File: config.mk
export PLATFORM = sky130hd
export DESIGN_NAME = life_generation_step
export DESIGN_NICKNAME = d
export VERILOG_FILES = /design/src/design/lgs_pkg.sv /design/src/design/life_generation_step.sv /design/src/design/lgs_cell_lane.sv /design/src/design/lgs_row_unit.sv
export VERILOG_INCLUDE_DIRS = /design/src /design/src/design
export SDC_FILE = /design/constraint.sdc
export NUM_CORES = 2
export LEC_CHECK = 0
export BUFFER_PORTS_ARGS = -buffer_cell sky130_fd_sc_hd__buf_2
export CAP_MARGIN = 20
export CELL_PAD_IN_SITES_DETAIL_PLACEMENT = 1
export CELL_PAD_IN_SITES_GLOBAL_PLACEMENT = 1
export CORE_AREA = 2 2 618 620
export CTS_BUF_LIST = sky130_fd_sc_hd__clkbuf_16
export DETAILED_ROUTE_END_ITERATION = 8
export DIE_AREA = 0 0 620 622
export PLACE_DENSITY = 0.67
export SYNTH_ARGS = -nofsm -noshare
export SYNTH_HDL_FRONTEND = slang
export SYNTH_SLANG_ARGS = --single-unit
File: constraint.sdc
create_clock -name aclk -period 14.8 [get_ports aclk]
set_input_delay 2.96 -clock aclk [delete_from_list [all_inputs] [get_ports aclk]]
set_output_delay 2.96 -clock aclk [all_outputs]
set_load 0.005 [all_outputs]
File: src/design/life_generation_step_macros.svh
// ----------------------------------------------------------------------------
// Assertion macros shared by the life generation step block.
// ----------------------------------------------------------------------------
`ifndef LIFE_GENERATION_STEP_MACROS_SVH
`define LIFE_GENERATION_STEP_MACROS_SVH

// The consequent must hold in the same cycle as the antecedent.
`define LGS_ASSERT_NOW(label, clk, rstn, ante, cons, msg) \
    label: assert property (@(posedge clk) disable iff (!rstn) (ante) |-> (cons)) \
        else $error(msg);

// The consequent must hold in the cycle after the antecedent.
`define LGS_ASSERT_NEXT(label, clk, rstn, ante, cons, msg) \
    label: assert property (@(posedge clk) disable iff (!rstn) (ante) |=> (cons)) \
        else $error(msg);

`endif

File: src/design/lgs_pkg.sv
// ----------------------------------------------------------------------------
// lgs_pkg
// Shared constants and payload types of the life generation step block.
// ----------------------------------------------------------------------------
package lgs_pkg;

    // Grid size. Rows travel in a fixed 64-bit field; only COLUMNS bits are used.
    localparam int COLUMNS   = 64;
    localparam int ROWS      = 64;
    localparam int ROW_BITS  = 64;
    localparam int ROW_NUM_W = 6;

    // Row store addressing and counters.
    localparam int ROW_AW = $clog2(ROWS);
    localparam int CNT_W  = $clog2(ROWS + 1);
    localparam int KCNT_W = $clog2(ROWS + 2);

    // Input transaction payload.
    typedef struct packed {
        logic [ROW_BITS-1:0] row_cells;
        logic                last_row;
    } in_t;

    // Result transaction payload.
    typedef struct packed {
        logic [ROW_BITS-1:0]  next_cells;
        logic [ROW_NUM_W-1:0] row_number;
        logic                 final_row;
        logic                 rows_dropped;
    } out_t;

    // Three-row neighborhood window around the row being computed.
    typedef struct packed {
        logic [ROW_BITS-1:0] up;
        logic [ROW_BITS-1:0] mid;
        logic [ROW_BITS-1:0] down;
    } window_t;

endpackage

File: src/design/life_generation_step.sv
// ----------------------------------------------------------------------------
// life_generation_step
// Rows are accepted one per cycle while the block is loading. Each result takes
// a read, a window shift and an output load, paced by the single read port of
// the row store; the output load waits while the output register is full and
// not being taken. Synchronous active-low reset clears control
// state and the wrap register; the row store is not cleared.
// ----------------------------------------------------------------------------
`include "life_generation_step_macros.svh"

module life_generation_step (
    input  logic          aclk,
    input  logic          aresetn,
    input  logic          s_valid,
    output logic          s_ready,
    input  lgs_pkg::in_t  s_data,
    output logic          m_valid,
    input  logic          m_ready,
    output lgs_pkg::out_t m_data,
    input  logic          cfg_wr_en,
    input  logic          cfg_wr_data
);

    localparam int ROWS   = lgs_pkg::ROWS;
    localparam int ROW_AW = lgs_pkg::ROW_AW;
    localparam int CNT_W  = lgs_pkg::CNT_W;
    localparam int KCNT_W = lgs_pkg::KCNT_W;
    localparam int RNW    = lgs_pkg::ROW_NUM_W;
    localparam int NBIT   = lgs_pkg::ROW_BITS;

    typedef enum logic [1:0] {
        S_LOAD,
        S_READ,
        S_SHIFT,
        S_EMIT
    } state_t;

    state_t              state_reg, state_next;
    logic [CNT_W-1:0]    rows_loaded_reg, rows_loaded_next;
    logic                overflow_seen_reg, overflow_next;
    logic [KCNT_W-1:0]   k_reg, k_next;
    logic [ROW_AW-1:0]   r_reg, r_next;
    lgs_pkg::window_t    window_reg, window_next;
    logic                m_valid_reg, m_valid_next;
    lgs_pkg::out_t       m_data_reg, m_data_next;
    logic                edge_wrap_reg;

    logic [NBIT-1:0]     row_mem [ROWS];
    logic [NBIT-1:0]     rd_data_reg;
    logic                wr_en;
    logic [ROW_AW-1:0]   rd_addr;
    logic [NBIT-1:0]     next_row;

    logic [KCNT_W-1:0]   height_k;
    logic [KCNT_W-1:0]   row_sel;
    logic                sel_in_grid;
    logic                fetch_live;
    logic [KCNT_W-1:0]   fetch_addr;
    logic                last_emit;

    // Configuration register.
    always_ff @(posedge aclk) begin
        if (!aresetn) begin
            edge_wrap_reg <= 1'b0;
        end else if (cfg_wr_en) begin
            edge_wrap_reg <= cfg_wr_data;
        end
    end

    // Row store: one write port during load, one registered read port.
    always_ff @(posedge aclk) begin
        if (wr_en) begin
            row_mem[rows_loaded_reg[ROW_AW-1:0]] <= s_data.row_cells;
        end
        rd_data_reg <= row_mem[rd_addr];
    end

    // Fetch k brings row k-1 into the window: the row above the top for k of
    // zero, and rows past the bottom wrap to the top or read as dead.
    assign height_k    = KCNT_W'(rows_loaded_reg);
    assign row_sel     = k_reg - KCNT_W'(1);
    assign sel_in_grid = row_sel < height_k;
    always_comb begin
        if (k_reg == '0) begin
            fetch_addr = height_k - KCNT_W'(1);
            fetch_live = edge_wrap_reg;
        end else if (sel_in_grid) begin
            fetch_addr = row_sel;
            fetch_live = 1'b1;
        end else begin
            fetch_addr = row_sel - height_k;
            fetch_live = edge_wrap_reg;
        end
    end
    assign rd_addr = fetch_addr[ROW_AW-1:0];

    // Column lanes and merge over the current window.
    lgs_row_unit u_row_unit (
        .window    (window_reg),
        .edge_wrap (edge_wrap_reg),
        .next_row  (next_row)
    );

    assign last_emit = (CNT_W'(r_reg) + CNT_W'(1)) == rows_loaded_reg;

    // Sequencer next-state logic.
    always_comb begin
        state_next       = state_reg;
        rows_loaded_next = rows_loaded_reg;
        overflow_next    = overflow_seen_reg;
        k_next           = k_reg;
        r_next           = r_reg;
        window_next      = window_reg;
        m_valid_next     = m_valid_reg;
        m_data_next      = m_data_reg;
        wr_en            = 1'b0;

        // The output register empties when its transaction completes.
        if (m_valid_reg && m_ready) begin
            m_valid_next = 1'b0;
        end

        case (state_reg)
            S_LOAD: begin
                if (s_valid) begin
                    if (rows_loaded_reg < CNT_W'(ROWS)) begin
                        wr_en            = 1'b1;
                        rows_loaded_next = rows_loaded_reg + CNT_W'(1);
                    end else begin
                        overflow_next = 1'b1;
                    end
                    if (s_data.last_row) begin
                        k_next     = '0;
                        r_next     = '0;
                        state_next = S_READ;
                    end
                end
            end
            S_READ: begin
                state_next = S_SHIFT;
            end
            S_SHIFT: begin
                window_next.up   = window_reg.mid;
                window_next.mid  = window_reg.down;
                window_next.down = fetch_live ? rd_data_reg : '0;
                k_next           = k_reg + KCNT_W'(1);
                state_next       = (k_reg >= KCNT_W'(2)) ? S_EMIT : S_READ;
            end
            S_EMIT: begin
                if (!m_valid_reg || m_ready) begin
                    m_valid_next             = 1'b1;
                    m_data_next.next_cells   = next_row;
                    m_data_next.row_number   = RNW'(r_reg);
                    m_data_next.final_row    = last_emit;
                    m_data_next.rows_dropped = overflow_seen_reg;
                    if (last_emit) begin
                        rows_loaded_next = '0;
                        overflow_next    = 1'b0;
                        state_next       = S_LOAD;
                    end else begin
                        r_next     = r_reg + ROW_AW'(1);
                        state_next = S_READ;
                    end
                end
            end
            default: begin
                state_next = S_LOAD;
            end
        endcase
    end

    // State and registered outputs.
    always_ff @(posedge aclk) begin
        if (!aresetn) begin
            state_reg         <= S_LOAD;
            rows_loaded_reg   <= '0;
            overflow_seen_reg <= 1'b0;
            k_reg             <= '0;
            r_reg             <= '0;
            m_valid_reg       <= 1'b0;
        end else begin
            state_reg         <= state_next;
            rows_loaded_reg   <= rows_loaded_next;
            overflow_seen_reg <= overflow_next;
            k_reg             <= k_next;
            r_reg             <= r_next;
            m_valid_reg       <= m_valid_next;
        end
        window_reg <= window_next;
        m_data_reg <= m_data_next;
    end

    assign s_ready = (state_reg == S_LOAD);
    assign m_valid = m_valid_reg;
    assign m_data  = m_data_reg;

    // The row count never exceeds the store depth.
    `LGS_ASSERT_NOW(a_rows_bounded, aclk, aresetn, 1'b1, rows_loaded_reg <= CNT_W'(ROWS), "row count exceeds store depth")
    // A dropped row is only possible with a full store.
    `LGS_ASSERT_NOW(a_overflow_full, aclk, aresetn, overflow_seen_reg, rows_loaded_reg == CNT_W'(ROWS), "overflow flagged with a store that is not full")
    // While emitting, the window holds the rows around the current row.
    `LGS_ASSERT_NOW(a_window_lead, aclk, aresetn, state_reg == S_EMIT, k_reg == KCNT_W'(r_reg) + KCNT_W'(3), "window out of step with emitted row")
    // Emission never runs over an empty grid.
    `LGS_ASSERT_NOW(a_grid_nonempty, aclk, aresetn, state_reg != S_LOAD, rows_loaded_reg != '0, "emission with no stored rows")
    // A window shift is followed by another read or by an emit.
    `LGS_ASSERT_NEXT(a_shift_order, aclk, aresetn, state_reg == S_SHIFT, state_reg == S_READ || state_reg == S_EMIT, "bad state after window shift")

endmodule

File: src/design/lgs_cell_lane.sv
// ----------------------------------------------------------------------------
// lgs_cell_lane
// Applies the B3/S23 rule to one cell from its 3x3 neighborhood.
// ----------------------------------------------------------------------------
module lgs_cell_lane (
    input  logic [2:0] up_w,
    input  logic [2:0] mid_w,
    input  logic [2:0] down_w,
    output logic       next_cell
);

    logic [3:0] live_count;

    // Count the eight neighbors; the center cell itself is excluded.
    assign live_count = 4'(up_w[0]) + 4'(up_w[1]) + 4'(up_w[2])
                      + 4'(mid_w[0]) + 4'(mid_w[2])
                      + 4'(down_w[0]) + 4'(down_w[1]) + 4'(down_w[2]);

    // Born with exactly three neighbors, survives with two or three.
    assign next_cell = (live_count == 4'd3) || (mid_w[1] && (live_count == 4'd2));

endmodule

File: src/design/lgs_row_unit.sv
// ----------------------------------------------------------------------------
// lgs_row_unit
// One lane per column computes the next state; the lane outputs merge into
// the next-generation row. Columns past the grid width read as zero.
// ----------------------------------------------------------------------------
module lgs_row_unit (
    input  lgs_pkg::window_t                 window,
    input  logic                             edge_wrap,
    output logic [lgs_pkg::ROW_BITS-1:0]     next_row
);

    localparam int NCOL = lgs_pkg::COLUMNS;
    localparam int NBIT = lgs_pkg::ROW_BITS;

    for (genvar c = 0; c < NBIT; c++) begin : g_col
        if (c < NCOL) begin : g_lane
            // Neighbor columns, wrapping at the left and right edges.
            localparam int LI = (c == 0) ? NCOL - 1 : c - 1;
            localparam int RI = (c == NCOL - 1) ? 0 : c + 1;
            localparam bit LEDGE = (c == 0);
            localparam bit REDGE = (c == NCOL - 1);

            logic       left_ok;
            logic       right_ok;
            logic [2:0] up_w;
            logic [2:0] mid_w;
            logic [2:0] down_w;

            // Outside columns are dead unless wrapping is enabled.
            assign left_ok  = LEDGE ? edge_wrap : 1'b1;
            assign right_ok = REDGE ? edge_wrap : 1'b1;

            assign up_w   = {window.up[RI] & right_ok, window.up[c],
                             window.up[LI] & left_ok};
            assign mid_w  = {window.mid[RI] & right_ok, window.mid[c],
                             window.mid[LI] & left_ok};
            assign down_w = {window.down[RI] & right_ok, window.down[c],
                             window.down[LI] & left_ok};

            lgs_cell_lane u_lane (
                .up_w      (up_w),
                .mid_w     (mid_w),
                .down_w    (down_w),
                .next_cell (next_row[c])
            );
        end else begin : g_pad
            // Bits beyond the grid width are always dead.
            assign next_row[c] = 1'b0;
        end
    end

endmodule
Yosys cells after proc, flatten, opt, wreduce, memory -nomap -nowiden

Memory sizes are Yosys's and may differ from the RTL's. A register that Yosys moved wholly into a read port is not among the register bits.
Cells that the tools add are included.

Flip-flop bits (word level): 289
Latch bits: 0
RAM bits: 4096
Bits in read-only memories: 0
Output and inout port bits: 74
Word-level logic and storage cells: 795
Memories kept: 1

$add $sub $neg: 455
$mul: 0
Div/mod/pow operators: 0
Order comparisons: 3
Equal/unequal tests: 139
Shift operators: 0
Multiplexer cells: 36
Bitwise gates (word level): 6
Reduce and logical (&&, ||, !) cells: 141

Memory list:

| name    | depth | bits a word | read ports | clocked after memory_dff | wr ports | line                       | text |
|---|---|---|---|---|---|---|---|
| row_mem | 64    | 64          | 1          | 1                        | 1        | life_generation_step.sv:48 | `logic [NBIT-1:0] row_mem [ROWS];` |

Operators by type and width:

| cell                                                               | number |
|---|---|
| adder 4 x 1 -> 4 bit                                               | 384 |
| equality test 4 x 2 -> 1 bit (second input constant)               | 128 |
| adder 1 x 1 -> 2 bit                                               | 64 |
| logical AND 1 bit                                                  | 65 |
| logical OR 1 bit                                                   | 65 |
| 2-to-1 mux 7 bit                                                   | 6 |
| 2-to-1 mux 6 bit                                                   | 6 |
| case mux 7 bit (2 select lines)                                    | 2 |
| 2-to-1 mux 1 bit                                                   | 15 |
| AND reduction 5 bit                                                | 3 |
| adder 7 x 1 -> 7 bit (second input constant)                       | 2 |
| case mux 6 bit (2 select lines)                                    | 1 |
| != test 2 bit (second input constant)                              | 5 |
| 2-to-1 mux 2 bit                                                   | 4 |
| case mux 2 bit (4 select lines)                                    | 1 |
| adder 6 x 1 -> 7 bit (second input constant)                       | 1 |
| equality test 7 bit                                                | 1 |
| greater-or-equal comparator 7 x 2 -> 1 bit (second input constant) | 1 |
| zero test 7 bit                                                    | 1 |
| < comparator 7 bit                                                 | 1 |
| < comparator 7 bit (second input constant)                         | 1 |
| subtractor 7 x 1 -> 7 bit (second input constant)                  | 1 |
| adder 6 x 1 -> 6 bit (second input constant)                       | 1 |
| bitwise AND 1 bit                                                  | 6 |
| 11 further kinds                                                   | 15 |

Depth between registers and ports, before layout

Depth after elaboration: 11
Mapped depth: 19

Hierarchy

A second synthesis with hierarchy kept.

Cells, all modules: 13946
Area, all modules: 183462.2 µm²

By module, submodules not included:

| module                                                 | instances | cells each | area an instance (µm²) |
|---|---|---|---|
| life_generation_step                                   | 1         | 12979      | 172935.9 |
| lgs_cell_lane at u_row_unit.g_col[0].g_lane.u_lane ... | 63        | 15         | 163.9 |
| lgs_cell_lane at u_row_unit.g_col[27].g_lane.u_lane    | 1         | 16         | 162.7 |
| lgs_row_unit                                           | 1         | 6          | 37.5 |

Worst setup path before layout

No wires, ideal clock.

Path type: flip-flop to flip-flop
Start: reg state_reg[0]
End: reg window_reg[0] (netlist name), enable pin
Setup time: 0.770 ns
Data arrival time: 8.919 ns
Data required time: 14.030 ns
Path slack: 5.111 ns
Cell stages (with the launch flop): 3
Buffers on the path: 1
Period minus slack after synthesis: 9.689 ns
Path through: dfxtp_1 > clkbuf_1 > nor2b_1

Longest elaborated chain between the ends: 1

RTL lines:

| what                   | line                        | text |
|---|---|---|
| from (decl)            | life_generation_step.sv:38  | `state_t state_reg, state_next;` |
| from (signal assigned) | life_generation_step.sv:182 | `state_reg <= state_next;` |
| equality test 2 bit    | life_generation_step.sv:123 | `case (state_reg)` |
| to (signal assigned)   | life_generation_step.sv:189 | `window_reg <= window_next;` |
| to (decl)              | life_generation_step.sv:43  | `lgs_pkg::window_t window_reg, window_next;` |

No other way between the ends.
A chain may end at the register's enable or synchronous reset.

Worst setup path after layout

Start: reg k_reg[0]
End: reg rd_data_reg[46] (read register of row_mem)

Longest elaborated chain between the ends: 4
Elaborated cells between the ends (all ways): 6
Classes of those cells: 2 x add/sub; 1 x order compare; 2 x mux; 1 x reduce/logical

RTL lines:

| what                                                          | line                                                   | text |
|---|---|---|
| from (decl)                                                   | life_generation_step.sv:41                             | `logic [KCNT_W-1:0] k_reg, k_next;` |
| from (signal assigned)                                        | life_generation_step.sv:185                            | `k_reg <= k_next;` |
| subtractor 7 x 1 -> 7 bit                                     | life_generation_step.sv:81                             | `assign row_sel = k_reg - KCNT_W'(1);` |
| subtractor 6 bit / < comparator 7 bit (equally long branches) | life_generation_step.sv:91, life_generation_step.sv:82 |  |
| 2-to-1 mux 6 bit                                              | life_generation_step.sv:87                             | `end else if (sel_in_grid) begin` |
| 2-to-1 mux 6 bit (*)                                          | life_generation_step.sv:84                             | `if (k_reg == '0) begin` |
| to (decl)                                                     | life_generation_step.sv:49                             | `logic [NBIT-1:0] rd_data_reg;` |

Mark *: on every way between the ends. The rest lies on a longest branch, timed or not.

==> summary.md <==
| Metric | Value |
|---|---|
| Reg power frac | around half |
| PostCTS Resize Cnt | 0 |
| Status | finished, final reports clean |
| Dominant synthesized flop cell | edfxtp_1 |
| Setup TNS | 0 ns |
| TritonCTS clock tree | done |
| Die ar. | just under 400,000 um2 |
| Vias in the first global route | roughly 99,000 |
| GRT Total Usage | 28.3% |
| Hold buffers post-CTS | 0 |
| Routed length per placed instance | about 37 um |
| # IOs | around 150 |
| Die width | 620 um |
| Post-Place Setup Slack | 7.40 ns |
| Register-to-register setup slack | between 7 and 8 ns |
| Syn_nets | 9,481 |
| Final period utilization | between 40% and 50% |
| Num CTS Buffers | around 450 |
| First-pass GRT wire length | between 700,000 and 800,000 um |
| Clock power frac | between 30% and 40% |
| Initial antenna violation count | 55 |
| Critical path type | reg2reg |
| Sw power | between 7 and 8 mW |
| H-tree depth | 5 |
| Combinational power share | 12.8% |
| Total Nets Final | around 10,000 |
| Clock Latency Late Sink | around 1 ns |
| Vias per cell | ~6.4 |
| Arr. time, crit path | slightly above 8 ns |
| Gate Count Post-Synth | about 9,000 |
| Die Ht | around 620 um |
| Mapped Avg Cell Area | between 15 and 20 um2 |
| Global placer's final weighted congestion | approximately 0.85 |
| Clock root cell | clkbuf_16 |
| Worst hold path class | reg2reg |
| Post-synth cell types | 82 |
| Pre-antenna DRT Iters | 6 |
| Initial Util | 46.9% |
| Crit path time final | around 7.3 ns |
| Relative slew slack | between 15 and 20% |
| Fmax | 137 MHz |
| Post-synth EDFFs | 4,360 |
| Layout area overhead | 12.9% |
| Pleak | 66.3 nW |
| Routed Antenna Nets | 0 |
| Longest Clk Path Bufs | 4 |
| Final Setup Violations | 0 |
| Synth Warn # | 0 |
| Syn Std Cell Area | about 180,000 um2 |
| Worst EP required | 15.64 ns |
| Setup WS post-layout | 7.48 ns |
| Switching Share | 25.8% |
| Clock-pin slew on the worst setup and hold paths | 0.06 ns |
| VDD IR max | approximately 0.10 mV |
| Post-CTS Setup Inserts | 0 |
| Maxcap violations | 0 |
| # DRC | 0 |
| Worst-Margin Slew | approximately 1.2 ns |
| Power per cell area | 145 nW/um2 |
| Yosys reg bits | 4,449 |
| Max-slew violation count | 0 |
| Clock sinks | 4,449 |
| Grt ovf | 0 |
| Initial DRC count | about 13,000 |
| Rows | 226 |
| Final WL | about 550,000 um |
| RSZ-0062 raised after global routing | false |
| Largest net degree at the start of global routing | 126 |
| Max reg flops | roughly 4,000 |
| DP Wirelength | 313,000 um |
| Clock Skews | between 0.06 and 0.07 ns |
| IO Port Bufs | ~140 |
| Register area share after synthesis | roughly 75% |
| Fraction of layout cells with a size suffix above 1 | 21.3% |
| Hold Vio Cnt, Final | 0 |
| Asr flop ratio synth | 0% |
| Crit Path Max Fanout | between 90 and 100 |
| Vias | 94,633 |
| Core area | about 380,000 um2 |
| Fillcell total | 33,418 |
| Worst setup EP type | flop |
| CP Launch Type | flop |
| P_int | between 20 and 25 mW |
[path summary, 6_finish.rpt]
path | start | to | cells after the start
hold reg to reg | overflow_seen_reg$_SDFFE_PN0P_ | m_data[0]$_DFFE_PP_ | 0
setup reg to reg | k_reg[0]$_SDFFE_PN0P_ | rd_data_reg[46]$_DFF_P_ | 16
setup / recovery | k_reg[0]$_SDFFE_PN0P_ | rd_data_reg[46]$_DFF_P_ | 16
hold / removal | overflow_seen_reg$_SDFFE_PN0P_ | m_data[0]$_DFFE_PP_ | 0
[worst max-delay path, cell delays in order, from the launching register on]
cell and delay, ns:
dfxtp_1 0.52, inv_1 0.15, ha_1 0.27, nor3b_1 0.17
xor2_1 0.20, ha_1 0.40, a21oi_1 0.15, o21ai_1 0.53
o41ai_1 0.24, nor2_4 0.70, buf_4 0.75, buf_12 0.55
buf_4 0.81, mux4_2 0.42, a22oi_1 0.30, nand4_1 0.16
or4_1 0.56
[synth_stat cells, types with 4 or more instances]
library cell	number	share of area (%)
a21boi_0	12	0.051
a22oi_1	289	1.2
nor2b_1	91	0.32
a32o_1	5	0.028
a22o_1	43	0.21
inv_1	631	1.3
a211o_1	6	0.030
nand4_1	96	0.34
buf_2	155	0.44
a221oi_1	10	0.049
ha_1	206	1.5
a21o_1	5	0.021
or3_1	22	0.078
or4_1	34	0.14
nand3_1	189	0.53
xor2_1	10	0.049
nor3_1	80	0.23
a21oi_1	95	0.27
buf_6	14	0.089
nor3_2	6	0.034
and4_1	19	0.094
edfxtp_1	4360	74
fa_1	257	2.9
a32oi_1	22	0.11
a2111oi_0	47	0.23
o2111ai_1	4	0.020
nand2_1	574	1.2
and2_1	18	0.063
and3_1	32	0.11
buf_1	26	0.055
a31oi_1	26	0.092
mux2i_1	39	0.22
o211ai_1	5	0.021
dfxtp_1	89	1.0
mux4_2	929	12
nor2_1	196	0.41
a211oi_1	6	0.025
buf_4	32	0.14
o21ai_0	22	0.062
clkbuf_1	159	0.34
o22ai_1	9	0.032
xnor2_1	17	0.084
[layout by cell type, fill, tap and decap left out, drive strengths merged, types with 17 or more instances in the layout]
cell type,synthesis,routed
edfxtp,4360,4360
mux4,929,929
inv,631,746
nand2,575,575
clkbuf,161,455
buf,227,431
a22oi,289,289
fa,257,257
clkinv,2,225
ha,206,206
nor2,197,197
nand3,189,189
a21oi,98,98
nand4,96,96
nor2b,91,91
dfxtp,89,89
nor3,87,87
a2111oi,49,49
a22o,43,43
mux2i,39,39
or4,35,35
diode,0,34
bufinv,0,33
and3,32,32
a31oi,27,27
o21ai,24,24
a32oi,23,23
or3,22,22
and4,19,19
and2,18,18
xnor2,17,17
[logic make-up (layout without fill, tap and decap cells)]
logic type	after synthesis	after routing	share of synthesized area (%)
other	0	34	0
AO/OA/AOI/OAI	638	638	2.66
XOR/XNOR	27	27	0.133
adder cells (fa/ha/maj)	463	463	4.35
multiplexers	970	970	12.0
flip-flops	4449	4449	74.8
AND/OR/NAND/NOR	1379	1379	3.69
buffers and inverters	1021	1902	2.40
[stage by stage]
step                      std cells  hold WS (ns)  power (mW)  util, %  instance area, um2
final                         14878         0.454        29.0     53.0              200000
after global routing          14866         0.469        29.7     53.0              200000
after CTS                     14811         0.453        29.1     52.8              200000
after detailed placement      13973         0.427        18.2     49.0              186000
after global placement        13968         0.447        18.1     49.0              185000
after floorplan                8947         0.409        16.6        -              178000
[power by group through the flow]
stage	clock, mW	combinational [mW]	sequential, mW
6_report	11.0	3.73	14.2
5_1_grt	11.6	3.92	14.2
4_1_cts	11.2	3.71	14.2
3_5_place_dp	0	3.69	14.5
3_3_place_gp	0	3.58	14.5
2_1_floorplan	0	2.28	14.3
[per-layer routing]
metal	GRT usage (%)	vias to the layer above	part of all wire (%)
li1	-	36763	-
met1	38.5	51470	38
met2	45.3	5354	48
met3	5.73	1026	9.8
met4	11.0	20	4.3
met5	0	-	0.025
[area by class of cell]
cell class              count  area, um2  area share [%]
multi-input cells        3477      41200            20.6
flip-flops and latches   4449     133000            66.2
inverters                 633       2380            1.19
diodes                     34       85.1          0.0425
well taps                5016       6280            3.13
repair buffers            431       3590            1.79
clock inverters           383       2730            1.36
clock buffers             455      11400            5.68
No activity file was read; power rests on OpenSTA's default activity.
